$ cat config.mk
export PLATFORM = sky130hd
export DESIGN_NAME = blw_cfg_regs
export DESIGN_NICKNAME = d
export VERILOG_FILES = /design/src/hw/rtl/blw_pkg.sv /design/src/hw/rtl/blw_cfg_regs.sv
export SDC_FILE = /design/constraint.sdc
export NUM_CORES = 1
export LEC_CHECK = 0
export ABC_AREA = 0
export BUFFER_PORTS_ARGS = -buffer_cell sky130_fd_sc_hd__buf_2
export CORE_ASPECT_RATIO = 0.8
export CORE_UTILIZATION = 38
export CTS_CLUSTER_DIAMETER = 60
export DETAILED_ROUTE_END_ITERATION = 16
export PLACE_DENSITY = 0.71
export SETUP_SLACK_MARGIN = 0.02
export SLEW_MARGIN = 5
export SYNTH_ARGS = -nofsm -noshare
export SYNTH_HDL_FRONTEND = slang
export SYNTH_SLANG_ARGS = --single-unit
$ cat constraint.sdc
create_clock -name clk -period 0.85 [get_ports clk]
set_input_delay 0 -clock clk [delete_from_list [all_inputs] [get_ports clk]]
set_output_delay 0 -clock clk [all_outputs]
set_load 0.1 [all_outputs]
$ cat src/hw/rtl/blw_pkg.sv
// ----------------------------------------------------------------------------
// blw_pkg
// Shared types and constants of the Bresenham line pixel walker.
// ----------------------------------------------------------------------------
package blw_pkg;

	// Field widths fixed by the framebuffer format.
	localparam int unsigned COORD_W   = 12;
	localparam int unsigned COLOR_W   = 24;
	localparam int unsigned ADDR_W    = 32;
	localparam int unsigned STRIDE_W  = 14;
	localparam int unsigned CFG_IDX_W = 1;

	// Default coordinate range (power of two).
	localparam int unsigned MAX_COORD_DFLT = 4096;

	// Bytes per pixel.
	localparam logic [ADDR_W-1:0] BYTES_PER_PIXEL = ADDR_W'(3);

	// Reset value of the row stride register.
	localparam logic [STRIDE_W-1:0] STRIDE_RESET = STRIDE_W'(3072);

	// Request types.
	localparam logic REQ_LOAD = 1'b0;
	localparam logic REQ_STEP = 1'b1;

	// Register indexes.
	localparam logic [CFG_IDX_W-1:0] REG_FRAME_BASE  = 1'b0;
	localparam logic [CFG_IDX_W-1:0] REG_LINE_STRIDE = 1'b1;

	// Vertical direction of the walk.
	localparam logic [1:0] MDIR_NONE = 2'd0;
	localparam logic [1:0] MDIR_INC  = 2'd1;
	localparam logic [1:0] MDIR_DEC  = 2'd2;

	// One emitted pixel.
	typedef struct packed {
		logic [ADDR_W-1:0]  address;
		logic [COLOR_W-1:0] color;
		logic               last;
	} blw_pix_t;

	// Walker status seen by the top level.
	typedef struct packed {
		logic busy;
		logic emit;
		logic last;
	} blw_status_t;

endpackage

$ cat src/hw/rtl/blw_cfg_regs.sv
// ----------------------------------------------------------------------------
// blw_cfg_regs
// Frame base and row stride registers behind a plain write port.
// ----------------------------------------------------------------------------
module blw_cfg_regs import blw_pkg::*; (
	input  logic                 clk,
	input  logic                 arst_n,
	input  logic                 cfg_we,
	input  logic [CFG_IDX_W-1:0] cfg_index,
	input  logic [ADDR_W-1:0]    cfg_wdata,
	output logic [ADDR_W-1:0]    frame_base,
	output logic [STRIDE_W-1:0]  line_stride
);

	logic [ADDR_W-1:0]   frame_base_q;
	logic [STRIDE_W-1:0] line_stride_q;

	// Decode the index and capture the write data.
	always_ff @(posedge clk or negedge arst_n) begin
		if (!arst_n) begin
			frame_base_q  <= '0;
			line_stride_q <= STRIDE_RESET;
		end else if (cfg_we) begin
			case (cfg_index)
				REG_FRAME_BASE:  frame_base_q  <= cfg_wdata;
				REG_LINE_STRIDE: line_stride_q <= cfg_wdata[STRIDE_W-1:0];
				default: ;
			endcase
		end
	end

	assign frame_base  = frame_base_q;
	assign line_stride = line_stride_q;

endmodule

==> metrics.txt, run 1 <==
run status did not finish; clk buf depth 2; stopping stage clock tree synthesis (4_1_cts); # hold bufs at CTS 33; synthesized instance count 99; clk root buf clkbuf_8; Post-CTS Setup Bufs 8; Syn. warnings 0; H-tree depth 2; synthesized area per cell around 18 µm²; adder-cell share of the synthesized area 0; syn nets roughly 140; tool error [ERROR DPL-0033] detailed placement checks failed during check placement.; die width 78.3 µm; mapped cell area 0.00177 mm²; dpl hpwl around 3800 µm; input/output buffers 81; Top Ports between 80 and 90; starting density of the core 0.410; simple-gate area share of the yosys netlist 0.00566; row cnt 21; sequential share of the synthesized area 0.653; post-synthesis mux area share 0.310; Cell variety after synth 9; CTS buffer count 5; cell taking the most area after synthesis dfrtp_1; ranking of synthesized cells by area dfrtp_1 (62%), mux2_2 (24%), mux2_4 (6.8%), dfstp_2 (3.0%), buf_6 (1.9%); Post-Synth XOR/XNOR Area 0; die height about 63 µm; CTS resizes between 50 and 60; RePlAce Congestion between 0.7 and 0.8; Clock Sinks 46; Yosys top cell area share 0.623; largest family of logic cells by synthesized area multiplexers; FF+latch count, synth 46; Synth Area in Compound Gates 0
==> synthesized netlist by cell type <==
master   count
nand2_1      1
buf_8        1
mux2_2      38
nor2b_1      1
dfrtp_1     44
buf_4        1
dfstp_2      2
buf_6        3
mux2_4       8
==> through the flow <==
step,cells,hold slack (ps),cell area [µm²],setup WS [ps],TNS (ps)
global placement,283,-75.8,3540,-76.5,-2310
detailed placement,283,-72.7,3540,-122,-3180
floorplan,99,-296,1990,-177,-7860
==> cell families after synthesis <==
logic type	count (synthesis)
buffers and inverters	5
flip-flops	46
multiplexers	46
AND/OR/NAND/NOR	2
==> inputs of run 2 (changes only) <==
--- a/config.mk
+++ b/config.mk
@@ -7,12 +7,9 @@
 export LEC_CHECK = 0
 export ABC_AREA = 0
 export BUFFER_PORTS_ARGS = -buffer_cell sky130_fd_sc_hd__buf_2
-export CORE_ASPECT_RATIO = 0.8
-export CORE_UTILIZATION = 38
-export CTS_CLUSTER_DIAMETER = 60
+export CORE_UTILIZATION = 23
 export DETAILED_ROUTE_END_ITERATION = 16
-export PLACE_DENSITY = 0.71
-export SETUP_SLACK_MARGIN = 0.02
+export PLACE_DENSITY_LB_ADDON = 0.15
 export SLEW_MARGIN = 5
 export SYNTH_ARGS = -nofsm -noshare
 export SYNTH_HDL_FRONTEND = slang
==> run 2 against run 1 <==
The flow now finishes, with violations (setup timing); synthesized cell count unchanged; synthesized area unchanged.
==> metrics.txt, run 2 <==
Yosys top cell area share 0.623 (unchanged); Initial DRC Count 23; cell taking the most area after synthesis dfrtp_1 (unchanged); Post-synth top cells dfrtp_1 (44), mux2_2 (38), mux2_4 (8) (unchanged); vias in the first global route approximately 1,500; async set-or-reset flop fraction in the synthesized netlist 1.00 (unchanged); dpl cells 321 (was 283); Non-Filler Instances ~370; Tmin final around 1100 ps; Top Ports 82 (unchanged); run status finished, violations left (was did not finish); global-route usage over all layers 0.127; Final ANT Viol Nets 0; Hold Crit Class primary input to async pin; syn nets 135 (unchanged); die area approximately 0.008 mm²; die width 89.7 µm (was 78.3 µm); crit path max fanout 2; WS Path Type flop to primary output; ant diodes 0; number of fill cells 569; ys flop type dfrtp_1 (unchanged); pwr dens 2320 mW/mm²; H-tree depth 2 (unchanged); Critical Path Stages 1; RSZ-0062 raised after global routing true; CTS tree yes; CP Launch Type flop; PnR worst setup slack -244 ps; synthesized instance count 99 (unchanged); FF-to-FF path depth 2; Max Cap Violations 0; mapped cell area 0.00177 mm² (unchanged); clk buf depth 2 (unchanged); input/output buffers 81 (unchanged); Slew HR 0.832; die height 89.7 µm (was 63.0 µm); worst path required time between 800 and 900 ps; RePlAce Congestion 0.668 (was 0.739); max incr delay on CP 630 ps; row cnt 31 (was 21); Via density ~3.9; Worst Path Buf+Inv 1; clk root buf clkbuf_8 (unchanged); Clock Latency Late Sink 280 ps; leading cell type in the layout, fill and taps excluded buf_12; core area around 0.0073 mm²; P_leak between 1.5 and 2 nW; DRC errors left 0; clock-pin slew on the worst setup and hold paths roughly 80 ps; CTS buffer count 5 (unchanged); DP Worst Slack -110 ps (was -122 ps); final setup violation count 76; Final Hold Fails 0; failing checks setup timing; Tcrit/Tclk final 1.29; critical path, cell by cell buf_12; fin util 0.572; antenna violations before repair 0; dpl hpwl 3270 µm (was 3800 µm); Max IR drop VDD between 1 and 1.5 mV; hold slack final ~210 ps; Syn. warnings 0 (unchanged); DRT Pass-1 Iters 2; CP delay by family, top flip-flops; Slew Viols, Final 0; number of flops mapped to enable cells by yosys 0 (unchanged); global-route wire length before repair roughly 7600 µm; ranking of synthesized cells by area dfrtp_1 (62%), mux2_2 (24%), mux2_4 (6.8%), dfstp_2 (3.0%), buf_6 (1.9%) (unchanged); Clock Sinks 46 (unchanged); critical path arrival roughly 1100 ps; FF+latch count, synth 46 (unchanged); GRT Residual Overflow 0; worst-margin pin slew approximately 250 ps; Cell variety after synth 9 (unchanged); fin nets between 300 and 400; sequential share of the synthesized area 0.653 (unchanged); layout cells sized above 1 0.865; placed cell areas 0.00356 mm² (was 0.00354 mm²); starting density of the core 0.241 (was 0.410); Via Count roughly 1,400; slowest CP cell dfstp_4; Largest register FFs 32; most frequent cells in the layout buf_12 (50), buf_6 (47), dfrtp_4 (44); FMAX 0.914 GHz; count leader, synth dfrtp_1 (unchanged); Wirelength per Cell around 13 µm; synthesized area per cell 17.9 µm² (unchanged); Worst Setup End Kind primary output; Post-Route WL about 4700 µm; post-route cell area about 0.0042 mm²; clock skew 0 ps; Layout Area Growth over Synthesis 137%; largest net degree at the start of global routing 47
run 2: logic make-up (layout without fill, tap and decap cells):
group                  after synthesis  after routing  synth area share
multiplexers                        46             46             0.310
flip-flops                          46             46             0.653
buffers and inverters                5            172            0.0318
AND/OR/NAND/NOR                      2              2           0.00566
run 2: power by group:
part	leakage [nW]	switching (mW)	internal, mW
registers	0.497	0.261	2.73
logic	1.32	3.09	2.43
clock network	0.0383	0.666	0.567
total	1.86	4.02	5.72
run 2: worst paths after layout:
kind / slack, ps / from / endpoint
worst max-delay path: -240 / line_stride[10]$_DFFE_PN1P_ / line_stride[10]
worst min-delay path: 210 / arst_n / frame_base[19]$_DFFE_PN0P_
worst max register to register: -130 / line_stride[7]$_DFFE_PN0P_ / line_stride[7]$_DFFE_PN0P_
worst min register to register: 570 / frame_base[19]$_DFFE_PN0P_ / frame_base[19]$_DFFE_PN0P_
max in group asynchronous: 350 / arst_n / line_stride[11]$_DFFE_PN1P_
min in group clk: 260 / cfg_index / frame_base[2]$_DFFE_PN0P_
run 2: final cells by class:
cell class	count	area, µm²	share of cell area
Timing Repair Buffer	165	2040	0.486
Sequential cell	46	1330	0.316
Multi-Input combinational cell	48	629	0.150
Tap cell	99	124	0.0296
Clock buffer	7	76.3	0.0182
run 2: metrics by stage:
step	setup TNS [ps]	total power [mW]
floorplan	-7860	5.86
global placement	-2270	8.08
detailed placement	-2990	8.14
CTS	-10100	9.77
global route	-12060	10.1
finish	-9780	9.74
run 2: routing by layer:
layer,vias to the layer above,global-route usage,part of all wire
li1,671,-,-
met1,695,0.161,0.43
met2,56,0.216,0.51
met3,6,0.0347,0.058
met4,0,0.0260,0.0062
met5,-,0,0
run 2: timing repair:
item / 4_1_cts / 5_1_grt
hold buffers: 33 / 0
endpoints found under the setup margin: 64 / 90
endpoints found under the hold margin: 92 / 0
setup buffers: 2 / 2
pin swaps: 0 / 0
gates resized for setup: 45 / 6
run 2: tightest hold or removal path, cell delays in order:
cell and delay [ps]:
dlygate4sd3_1 520, buf_2 120, buf_12 230
Power figures use the tool's default switching activity.
